<file path="src/hw/rtl/sva_pkg.sv">
// ----------------------------------------------------------------------------
// sva_pkg
// Shared types, codes and constants of the voice allocator.
// ----------------------------------------------------------------------------
package sva_pkg;

  localparam int MAX_VOICES_DEF   = 16;
  localparam int MAX_VOICES_LIMIT = 64;

  localparam int VIDX_W  = $clog2(MAX_VOICES_LIMIT);
  localparam int VCNT_W  = $clog2(MAX_VOICES_LIMIT + 1);
  localparam int SCORE_W = 33;

  localparam logic [SCORE_W-1:0] PEN_REL  = SCORE_W'(2000);
  localparam logic [SCORE_W-1:0] PEN_SUST = SCORE_W'(1000);
  localparam logic [6:0]         PEDAL_ON_MIN = 7'd64;
  localparam logic [4:0]         CHG_MAX      = 5'd31;

  localparam logic CFG_ACTIVE_VOICES = 1'b0;
  localparam logic CFG_MONO_MODE     = 1'b1;

  typedef enum logic [2:0] {
    ACT_NOTE_ON       = 3'd0,
    ACT_NOTE_OFF      = 3'd1,
    ACT_SUSTAIN       = 3'd2,
    ACT_VOICE_DONE    = 3'd3,
    ACT_ALL_NOTES_OFF = 3'd4,
    ACT_ALL_SOUND_OFF = 3'd5
  } action_t;

  typedef enum logic [1:0] {
    ST_AVAIL = 2'd0,
    ST_ON    = 2'd1,
    ST_SUST  = 2'd2,
    ST_REL   = 2'd3
  } vstat_t;

  typedef enum logic [2:0] {
    OP_NONE      = 3'd0,
    OP_KEY_REL   = 3'd1,
    OP_NOTE_OFF  = 3'd2,
    OP_PEDAL_UP  = 3'd3,
    OP_FINISH    = 3'd4,
    OP_ALL_OFF   = 3'd5,
    OP_ALL_SOUND = 3'd6,
    OP_START     = 3'd7
  } cell_op_t;

  typedef struct packed {
    cell_op_t            op;
    logic                capture;
    logic [6:0]          key;
    logic                off_sust;
    logic                mono;
    logic [VIDX_W-1:0]   target;
    logic [31:0]         note_id;
    logic [VCNT_W-1:0]   scan_n;
  } cmd_t;

  typedef struct packed {
    logic              valid;
    logic [VIDX_W-1:0] idx;
    logic              d_on;
    logic              d_cur;
  } cand_t;

  typedef struct packed {
    cand_t              avail;
    cand_t              steal;
    logic [SCORE_W-1:0] score;
    logic [VCNT_W-1:0]  count;
  } carry_t;

  function automatic logic [4:0] sat_count(input logic [VCNT_W-1:0] c);
    logic [4:0] r;
    if (c > VCNT_W'(CHG_MAX)) begin
      r = CHG_MAX;
    end else begin
      r = c[4:0];
    end
    return r;
  endfunction

endpackage

</file>
<file path="src/hw/rtl/sva_cell.sv">
// ----------------------------------------------------------------------------
// sva_cell
// One voice slot: status, key and note id, plus one stage of the candidate
// and change-count carry that ripples down the row of slots.
// ----------------------------------------------------------------------------
module sva_cell #(
  parameter int IDX = 0
) (
  input  logic            clk,
  input  logic            rst,
  input  sva_pkg::cmd_t   cmd,
  input  sva_pkg::carry_t carry_in,
  output sva_pkg::carry_t carry_out
);
  import sva_pkg::*;

  localparam logic [VIDX_W-1:0] IDX_V = VIDX_W'(IDX);
  localparam logic [VCNT_W-1:0] IDX_N = VCNT_W'(IDX);

  vstat_t             status;
  vstat_t             status_next;
  vstat_t             orig;
  logic [6:0]         vkey;
  logic [31:0]        vnid;
  logic               en;
  logic               hit;
  logic               kmatch;
  logic               playing;
  logic               chg;
  logic [31:0]        age;
  logic [SCORE_W-1:0] pen;
  logic [SCORE_W-1:0] score;
  carry_t             carry_next;

  assign en      = IDX_N < cmd.scan_n;
  assign hit     = cmd.target == IDX_V;
  assign kmatch  = vkey == cmd.key;
  assign playing = (status == ST_ON) || (status == ST_SUST);
  assign chg     = status != orig;
  assign age     = cmd.note_id - vnid;
  assign score   = {1'b0, age} + pen;

  always_comb begin
    status_next = status;
    unique case (cmd.op)
      OP_NONE: ;
      OP_KEY_REL: begin
        if (en && kmatch && playing) status_next = ST_REL;
      end
      OP_NOTE_OFF: begin
        if (en && (cmd.mono ? playing : (status == ST_ON && kmatch))) begin
          status_next = cmd.off_sust ? ST_SUST : ST_REL;
        end
      end
      OP_PEDAL_UP: begin
        if (en && status == ST_SUST) status_next = ST_REL;
      end
      OP_FINISH: begin
        if (hit) status_next = ST_AVAIL;
      end
      OP_ALL_OFF: begin
        if (en && playing) status_next = ST_REL;
      end
      OP_ALL_SOUND: begin
        if (en) status_next = ST_AVAIL;
      end
      OP_START: begin
        if (hit) status_next = ST_ON;
      end
    endcase
  end

  always_comb begin
    unique case (status)
      ST_REL:  pen = PEN_REL;
      ST_SUST: pen = PEN_SUST;
      ST_AVAIL,
      ST_ON:   pen = '0;
    endcase
  end

  always_comb begin
    carry_next       = carry_in;
    carry_next.count = carry_in.count + VCNT_W'(chg);
    if (en && !carry_in.avail.valid && status == ST_AVAIL) begin
      carry_next.avail = '{valid: 1'b1, idx: IDX_V, d_on: (orig != ST_ON), d_cur: chg};
    end
    if (en && (!carry_in.steal.valid || score > carry_in.score)) begin
      carry_next.steal = '{valid: 1'b1, idx: IDX_V, d_on: (orig != ST_ON), d_cur: chg};
      carry_next.score = score;
    end
  end

  always_ff @(posedge clk) begin
    if (rst) begin
      status <= ST_AVAIL;
    end else begin
      status <= status_next;
    end
  end

  always_ff @(posedge clk) begin
    if (cmd.capture) orig <= status;
    if (cmd.op == OP_START && hit) begin
      vkey <= cmd.key;
      vnid <= cmd.note_id;
    end
    carry_out <= carry_next;
  end

endmodule

</file>
<file path="src/hw/rtl/synth_voice_allocator_unit.sv">
// ----------------------------------------------------------------------------
// synth_voice_allocator_unit
// Polyphonic voice allocator with voice stealing, built as a row of voice
// slots with a rippling selection carry.
// ----------------------------------------------------------------------------
// Each event is accepted in the idle state and applied to all slots at
// once; then the free-voice / steal-candidate carry and the change count
// ripple one slot per cycle down the row; the write state then starts the
// note and loads the result register, waiting while that register holds an
// unread result, and returns to idle. A new event is taken only in idle.
// A result waiting in the output register does not block the next event
// until its own result is ready to be loaded. Configuration writes are
// taken in any cycle and must only be issued while no event is in flight.
module synth_voice_allocator_unit #(
  parameter int MAX_VOICES = sva_pkg::MAX_VOICES_DEF
) (
  input  logic       clk,
  input  logic       rst,
  input  logic       in_valid,
  output logic       in_ready,
  input  logic [2:0] action,
  input  logic [6:0] key,
  input  logic [6:0] pedal_value,
  input  logic [3:0] finished_voice,
  output logic       out_valid,
  input  logic       out_ready,
  output logic [3:0] voice_index,
  output logic       granted,
  output logic       stolen,
  output logic [4:0] voices_changed,
  input  logic       cfg_valid,
  output logic       cfg_ready,
  input  logic       cfg_index,
  input  logic [4:0] cfg_data
);
  import sva_pkg::*;

  localparam int CNT_W = (MAX_VOICES > 1) ? $clog2(MAX_VOICES) : 1;
  localparam logic [CNT_W-1:0] SCAN_LAST = CNT_W'(MAX_VOICES - 1);

  typedef enum logic [3:0] {
    S_IDLE  = 4'b0001,
    S_APPLY = 4'b0010,
    S_SCAN  = 4'b0100,
    S_WRITE = 4'b1000
  } state_t;

  state_t            state;
  state_t            state_next;
  action_t           act;
  logic [6:0]        key_q;
  logic [6:0]        pedal_q;
  logic [3:0]        fin_q;
  logic              sustain_held;
  logic [31:0]       next_note_id;
  logic [4:0]        active_voices;
  logic              mono_mode;
  logic [CNT_W-1:0]  scan_cnt;
  logic [VCNT_W-1:0] scan_n;
  logic              write_go;
  logic              note_start;
  cmd_t              cmd;
  cand_t             pick;
  logic [VCNT_W-1:0] adj;
  carry_t            chain [MAX_VOICES+1];

  assign in_ready  = state == S_IDLE;
  assign cfg_ready = 1'b1;
  assign write_go  = (state == S_WRITE) && (!out_valid || out_ready);
  assign note_start = write_go && act == ACT_NOTE_ON;
  assign pick      = chain[MAX_VOICES].avail.valid ? chain[MAX_VOICES].avail
                                                   : chain[MAX_VOICES].steal;
  assign adj       = chain[MAX_VOICES].count + VCNT_W'(pick.d_on) - VCNT_W'(pick.d_cur);
  assign chain[0]  = '0;

  always_comb begin
    if (mono_mode || active_voices == '0) begin
      scan_n = VCNT_W'(1);
    end else if (VCNT_W'(active_voices) > VCNT_W'(MAX_VOICES)) begin
      scan_n = VCNT_W'(MAX_VOICES);
    end else begin
      scan_n = VCNT_W'(active_voices);
    end
  end

  always_comb begin
    cmd          = '0;
    cmd.op       = OP_NONE;
    cmd.key      = key_q;
    cmd.off_sust = sustain_held;
    cmd.mono     = mono_mode;
    cmd.note_id  = next_note_id;
    cmd.scan_n   = scan_n;
    if (state == S_APPLY) begin
      cmd.capture = 1'b1;
      unique case (act)
        ACT_NOTE_ON:       cmd.op = mono_mode ? OP_NONE : OP_KEY_REL;
        ACT_NOTE_OFF:      cmd.op = OP_NOTE_OFF;
        ACT_SUSTAIN:       cmd.op = (pedal_q >= PEDAL_ON_MIN) ? OP_NONE : OP_PEDAL_UP;
        ACT_VOICE_DONE: begin
          cmd.op     = OP_FINISH;
          cmd.target = VIDX_W'(fin_q);
        end
        ACT_ALL_NOTES_OFF: cmd.op = OP_ALL_OFF;
        ACT_ALL_SOUND_OFF: cmd.op = OP_ALL_SOUND;
        default:           cmd.op = OP_NONE;
      endcase
    end else if (note_start) begin
      cmd.op     = OP_START;
      cmd.target = pick.idx;
    end
  end

  genvar g;
  generate
    for (g = 0; g < MAX_VOICES; g++) begin : g_cell
      sva_cell #(
        .IDX(g)
      ) u_cell (
        .clk      (clk),
        .rst      (rst),
        .cmd      (cmd),
        .carry_in (chain[g]),
        .carry_out(chain[g+1])
      );
    end
  endgenerate

  always_comb begin
    state_next = state;
    unique case (state)
      S_IDLE:  if (in_valid) state_next = S_APPLY;
      S_APPLY: state_next = S_SCAN;
      S_SCAN:  if (scan_cnt == SCAN_LAST) state_next = S_WRITE;
      S_WRITE: if (write_go) state_next = S_IDLE;
      default: state_next = S_IDLE;
    endcase
  end

  always_ff @(posedge clk) begin
    if (rst) begin
      state         <= S_IDLE;
      scan_cnt      <= '0;
      sustain_held  <= 1'b0;
      next_note_id  <= '0;
      active_voices <= 5'd16;
      mono_mode     <= 1'b0;
      out_valid     <= 1'b0;
    end else begin
      state <= state_next;
      if (state == S_SCAN) begin
        scan_cnt <= scan_cnt + CNT_W'(1);
      end else begin
        scan_cnt <= '0;
      end
      if (state == S_APPLY) begin
        if (act == ACT_SUSTAIN) sustain_held <= pedal_q >= PEDAL_ON_MIN;
        if (act == ACT_ALL_NOTES_OFF) sustain_held <= 1'b0;
      end
      if (note_start) next_note_id <= next_note_id + 32'd1;
      if (cfg_valid && cfg_ready) begin
        unique case (cfg_index)
          CFG_ACTIVE_VOICES: active_voices <= cfg_data;
          CFG_MONO_MODE:     mono_mode     <= cfg_data[0];
        endcase
      end
      if (write_go) begin
        out_valid <= 1'b1;
      end else if (out_ready) begin
        out_valid <= 1'b0;
      end
    end
  end

  always_ff @(posedge clk) begin
    if (in_valid && in_ready) begin
      act     <= action_t'(action);
      key_q   <= key;
      pedal_q <= pedal_value;
      fin_q   <= finished_voice;
    end
    if (write_go) begin
      if (act == ACT_NOTE_ON) begin
        voice_index    <= 4'(pick.idx);
        granted        <= 1'b1;
        stolen         <= !chain[MAX_VOICES].avail.valid;
        voices_changed <= sat_count(adj);
      end else begin
        voice_index    <= '0;
        granted        <= 1'b0;
        stolen         <= 1'b0;
        voices_changed <= sat_count(chain[MAX_VOICES].count);
      end
    end
  end

`ifndef SYNTHESIS
  a_note_finds_voice: assert property (@(posedge clk) disable iff (rst)
    state == S_WRITE && act == ACT_NOTE_ON |->
      chain[MAX_VOICES].avail.valid || chain[MAX_VOICES].steal.valid)
    else $error("note on reached write with no candidate voice");

  a_stolen_needs_grant: assert property (@(posedge clk) disable iff (rst)
    out_valid && stolen |-> granted)
    else $error("stolen flag without grant");

  a_note_id_stable: assert property (@(posedge clk) disable iff (rst)
    !note_start |=> $stable(next_note_id))
    else $error("note id advanced without a note start");

  a_change_bound: assert property (@(posedge clk) disable iff (rst)
    out_valid |-> 32'(voices_changed) <= 32'(MAX_VOICES))
    else $error("change count exceeds voice count");
`endif

endmodule
</file>
<file path="config.mk">
export PLATFORM = sky130hd
export DESIGN_NAME = synth_voice_allocator_unit
export DESIGN_NICKNAME = d
export VERILOG_FILES = /design/src/hw/rtl/sva_pkg.sv /design/src/hw/rtl/sva_cell.sv /design/src/hw/rtl/synth_voice_allocator_unit.sv
export SDC_FILE = /design/constraint.sdc
export NUM_CORES = 2
export LEC_CHECK = 0
export ABC_CLOCK_PERIOD_IN_PS = 26100
export BUFFER_PORTS_ARGS = -buffer_cell sky130_fd_sc_hd__buf_2
export CAP_MARGIN = 20
export CELL_PAD_IN_SITES_DETAIL_PLACEMENT = 0
export CELL_PAD_IN_SITES_GLOBAL_PLACEMENT = 2
export CORE_MARGIN = 1.5
export CORE_UTILIZATION = 45
export CTS_BUF_LIST = sky130_fd_sc_hd__clkbuf_16
export CTS_CLUSTER_DIAMETER = 150
export DETAILED_ROUTE_END_ITERATION = 8
export PLACE_DENSITY = 0.95
export SETUP_SLACK_MARGIN = 0.05
export SYNTH_ARGS = -nofsm -noshare
export SYNTH_HDL_FRONTEND = slang
export SYNTH_HIERARCHICAL = 1
export SYNTH_SLANG_ARGS = --single-unit
</file>
<file path="constraint.sdc">
create_clock -name clk -period 26.1 [get_ports clk]
set_clock_uncertainty 0.15 [all_clocks]
set_input_delay 6.525 -clock clk [delete_from_list [all_inputs] [get_ports clk]]
set_output_delay 6.525 -clock clk [all_outputs]
set_load 0.05 [all_outputs]
</file>
# [Word level (Yosys, flattened, before mapping)]
# Index checks and enable logic that the tools add are counted.
# Widths: inputs -> output; s select.
[totals] register_bits=1656 input_bits=32 out_inout_bits=14 elab_cells=1070
[classes] add_sub_neg=51 order_cmp=35 n_eq_ne=243 mux=217 bitwise_logic=2 n_reduce_logical=285
[ops] cell="$pmux 33 s3" n=16
[ops] cell="$add 32x33->33" n=16
[ops] cell="$mux 35" n=15
[ops] cell="$sub 32x32->32" n=16
[ops] cell="$gt 33x33->1" n=15
[ops] cell="$mux 2" n=128
[ops] cell="$ne 2x1->1 const B" n=128
[ops] cell="$pmux 2 s7" n=16
[ops] cell="$logic_and 1x1->1" n=161
[ops] cell="$reduce_and 8->1" n=16
[ops] cell="$eq 7x7->1" n=16
[ops] cell="$add 7x1->7" n=15
[ops] cell="$eq 2x2->1 const B" n=32
[ops] cell="$lt 4x7->1 const A" n=8
[ops] cell="$eq 6x4->1 const B" n=8
[ops] cell="$mux 42" n=1
[ops] cell="$reduce_or 2->1" n=17
[ops] cell="$logic_or 1x1->1" n=33
[ops] cell="$add 32x1->32 const B" n=1
[ops] cell="$eq 2x1->1 const B" n=16
[ops] cell="$logic_not 1->1" n=32
[ops] cell="$logic_not 2->1" n=16
[ops] cell="$ne 2x2->1" n=16
[ops] cell="$lt 3x7->1 const A" n=4
[ops] cell="37 further kinds" n=91

# [Depth between registers and ports, before layout]
[depth] ltp_word=9 mapped_depth=32 depth_no_buf=30

# [Modules after synthesis]
# The synthesis kept the hierarchy.
[by_module_without_submodules] mod="sva_cell at g_cell[12].u_cell" n_inst=1 cells_per_inst=863 area_each_um2=7601.0 seq_area_each_um2=2432.3
[by_module_without_submodules] mod="sva_cell at g_cell[5].u_cell" n_inst=1 cells_per_inst=838 area_each_um2=7403.4 seq_area_each_um2=2432.3
[by_module_without_submodules] mod="sva_cell at g_cell[14].u_cell" n_inst=1 cells_per_inst=846 area_each_um2=7385.8 seq_area_each_um2=2432.3
[by_module_without_submodules] mod="sva_cell at g_cell[2].u_cell" n_inst=1 cells_per_inst=843 area_each_um2=7357.1 seq_area_each_um2=2432.3
[by_module_without_submodules] mod="sva_cell at g_cell[6].u_cell" n_inst=1 cells_per_inst=823 area_each_um2=7274.5 seq_area_each_um2=2432.3
[by_module_without_submodules] mod="sva_cell at g_cell[4].u_cell" n_inst=1 cells_per_inst=823 area_each_um2=7263.2 seq_area_each_um2=2432.3
[by_module_without_submodules] mod="sva_cell at g_cell[11].u_cell" n_inst=1 cells_per_inst=771 area_each_um2=7230.7 seq_area_each_um2=2432.3
[by_module_without_submodules] mod="sva_cell at g_cell[3].u_cell" n_inst=1 cells_per_inst=804 area_each_um2=7230.7 seq_area_each_um2=2432.3
[by_module_without_submodules] mod="sva_cell at g_cell[7].u_cell" n_inst=1 cells_per_inst=805 area_each_um2=7226.9 seq_area_each_um2=2432.3
[by_module_without_submodules] mod="sva_cell at g_cell[15].u_cell" n_inst=1 cells_per_inst=802 area_each_um2=7211.9 seq_area_each_um2=2432.3
[by_module_without_submodules] mod="sva_cell at g_cell[8].u_cell" n_inst=1 cells_per_inst=832 area_each_um2=7209.4 seq_area_each_um2=2432.3
[by_module_without_submodules] mod="sva_cell at g_cell[0].u_cell" n_inst=1 cells_per_inst=806 area_each_um2=7198.2 seq_area_each_um2=2432.3
[by_module_without_submodules] mod="sva_cell at g_cell[13].u_cell" n_inst=1 cells_per_inst=789 area_each_um2=7123.1 seq_area_each_um2=2432.3
[by_module_without_submodules] mod="sva_cell at g_cell[10].u_cell" n_inst=1 cells_per_inst=775 area_each_um2=7113.1 seq_area_each_um2=2432.3
[by_module_without_submodules] mod="3 more rows"

# [Worst setup path before layout]
# Ideal clock, no wire load.
[synth_path] path_kind="input to register" start="input out_ready" end="register g_cell[15].u_cell.vkey[0] (enable)" setup_time_ns=0.484 arrival_ns=13.913 t_required_ns=25.466 path_slack_ns=11.553 path_stages=8 path_buffers=0 path_cell_list="nor2b_1 > nor4_1 > a31oi_1 > o21ai_0 > nand3_1 > nor4_1 > inv_1 > nor3_1"
[synth_lines] element="start: declaration" line_no="synth_voice_allocator_unit.sv:26" rtl="input logic out_ready,"
[synth_lines] element="end signal: assignment" line_no="sva_cell.sv:105" rtl="vkey <= cmd.key;"
[synth_lines] element="end: declaration" line_no="sva_cell.sv:23" rtl="logic [6:0] vkey;"

==> results.toml <==
[run_status]
status = "finished, final reports clean"

[min_path]
hold_end = "g_cell[1].u_cell/carry_out[46]$_SDFF_PP0_"
min_path_type = "reg -> reg"
number_of_cells_traversed_by_the_worst_hold_path = 1
worstHoldStart = "g_cell[0].u_cell/carry_out[46]$_SDFF_PP0_"

[critical_path]
timing.reg2reg.setup_slack_ns = 17.39
crit_type = "in -> reg"
critical_path.endpoint_type = "flop"
worstReg2RegEnd = "g_cell[4].u_cell/carry_out[38]$_DFF_P_"
worst_r2r_startpoint = "next_note_id[3]$_SDFFE_PP0P_"
crit_path_required_time_ns = 26.63
cp_max_fo = 40
worst_ep_arrival_ns = 10.41
reg2reg_depth = 26
setup.worst_path.start_class = "input port"

[routing]
post_drt_via_cell_ratio = 5.73
vias = 97500
drt-total-wl_um = 354000
detailedRoute.firstIterationViolations = 7184
post-route-drc-count = 0
dr_pass1_iterations = 6
detail_route.wl_per_cell_um = 20.8
ant_nets = 0

[power_and_ir_drop]
design_power_total_mw = 7.56
p_leak_nw = 57.5
switching_power_mw = 2.27
cellInternalPower_mw = 5.29
clock_power_share = 0.367
pwr-share-seq = 0.425
pwr-share-comb = 0.208
max-vdd-ir-drop_mv = 0.169
sw_ratio = 0.300
power.density_cell_area_nw_per_um2 = 58.4

[die]
fp-row-count = 188
floorplan.initialDensity = 0.452
die-width_um = 516
core_area_um2 = 262000
floorplan.die.height_um = 516
io_pins = 46
die_area_um2 = 266000

[cts]
htree_num_levels = 4
tritoncts.num_buffers = 197
clock_path_buffers = 4
cts_setup_buffers = 0
post_cts.resized_instances = 0
cts.reportedPaths.clkPinSlew_ns = 0.06
cts.sink_count = 1656
cts.hold.buffers_added = 0
worstSkewPairLatency_ns = 0.89
tritoncts = "built"
clockRootBuffer = "clkbuf_16"

[yosys]
synth_cells = 13200
syn_warnings = 6
post_synth_instance_area_um2 = 118000
synthesis.area_per_instance_um2 = 8.96

[cells_and_area]
register_area_um2 = 40000
layout.cells.non_filler = 17000
flow.area_growth_from_synthesis_pct = 9.35
n_fill_cell = 24600
layout-drive-gt1-share = 0.0924
fin_nets = 14700
multiInputGateArea_um2 = 72200
postLayoutCellArea_um2 = 129000

[grt]
antenna_violations_before_repair = 18
globalRoute.totalOverflow = 0
grt_start_max_net_pins = 79
first_global_vias = 93600
grt_pass1_wl_um = 542000
groute.usage.overall = 0.259

[place]
post_dp_cell_area_um2 = 123000
detailed_place_hpwl_um = 271000
place_congestion = 0.914
io_buffers = 38
dp_cells = 16700

[timing]
finalSetupViolCount = 0
final_max_slew_viol_count = 0
fmaxAchievable_mhz = 101
finalCriticalPeriod_ns = 9.89
timing.final.hold_violations = 0
tightestPinTransition_ns = 1.12
min_period_over_period = 0.379
slew_headroom = 0.255
finalSetupTns_ns = 0
unrepaired_setup_endpoints_after_global_routing = "no"

[job]
maxCapViolCount = 0
## cells in the final DEF, fill, tap and decap left out, types with 50 or more instances in the layout
cell type and count:
clkbuf_16 208, nand2b_1 137, edfxtp_1 682, xor2_1 335, and4_1 66, conb_1 131
a211oi_1 141, or2_2 124, inv_1 1360, mux2_2 244, nor3_1 278, mux2i_1 64
and3_1 96, or4_1 50, o21a_1 128, ha_1 1278, xnor2_1 563, o21bai_1 52
o211ai_1 124, o31ai_1 51, nor2b_1 227, dfxtp_1 940, nand3_1 314, o21ai_0 736
a21oi_1 870, a21o_1 266, a31oi_1 135, and2_1 141, buf_4 113, nand2_1 983
nor4_1 106, or3_1 94, nor2_1 828, nand4_1 348
## cell type report
class | instances | area share
diodes | 7 | 0.000135
multi-input cells | 9997 | 0.558
clock buffers | 208 | 0.0402
clock inverters | 149 | 0.00976
repair buffers | 168 | 0.0103
inverters | 1324 | 0.0384
flip-flops and latches | 1656 | 0.309
well taps | 3515 | 0.0340
## metrics by stage
stage               worst slack [ns]  hold WS [ns]  utilization
floorplan                      11.55         0.236            -
global placement               15.32         0.239        0.468
detailed placement             15.06         0.245        0.469
CTS                            15.97         0.242        0.493
global route                   15.99         0.253        0.494
finish                         16.21         0.237        0.494
## metal layers
| metal | routed length [um] | share of wire | global-route usage | up-vias |
|---|---|---|---|---|
| li1 | - | - | - | 47900 |
| met1 | 160000 | 0.45 | 0.343 | 46800 |
| met2 | 166000 | 0.47 | 0.439 | 2303 |
| met3 | 15800 | 0.045 | 0.0278 | 560 |
| met4 | 13000 | 0.037 | 0.0870 | 0 |
| met5 | 0 | 0 | 0 | - |
## power groups by stage
stage          combinational (mW)  clock, mW  sequential, mW
3_3_place_gp                 1.49          0            3.27
2_1_floorplan                1.13          0            3.18
3_5_place_dp                 1.54          0            3.27
5_1_grt                      1.75       2.93            3.24
6_report                     1.57       2.77            3.21
4_1_cts                      1.55       2.84            3.22
## worst max path at each step
| stage | start | depth (start not counted) | slack, ns | end |
|---|---|---|---|---|
| finish | out_ready | 11 | 16.21 | g_cell[5].u_cell/status[1]$_SDFFE_PP0P_ |
| global route | out_ready | 11 | 15.99 | g_cell[5].u_cell/status[1]$_SDFFE_PP0P_ |
| CTS | out_ready | 10 | 15.97 | g_cell[5].u_cell/status[1]$_SDFFE_PP0P_ |
| detailed placement | out_ready | 10 | 15.06 | g_cell[5].u_cell/status[1]$_SDFFE_PP0P_ |
| global placement | out_ready | 10 | 15.32 | g_cell[5].u_cell/status[1]$_SDFFE_PP0P_ |
| floorplan | out_ready | 8 | 11.55 | g_cell[15].u_cell/vkey[0]$_DFFE_PP_ |
## critical path, cell delays in order
cell and delay (ns):
buf_2 0.11, nand2b_1 0.19, nand3_2 0.42, nor2_1 0.29, buf_4 0.26, or4b_2 0.64
nor3_1 0.41, and3_2 0.93, nor2_1 0.25, a211oi_1 0.28, a211oi_1 0.07
## state kept, by name (all words and copies together), names as in the netlist, 5 cells and up
register / cells
g_cell.u_cell/carry_out: 894
g_cell.u_cell/vnid: 512
g_cell.u_cell/vkey: 112
g_cell.u_cell/orig: 32
g_cell.u_cell/status: 32
next_note_id: 32
key_q: 7
active_voices: 5
voices_changed: 5
Power figures use the tool's default switching activity.
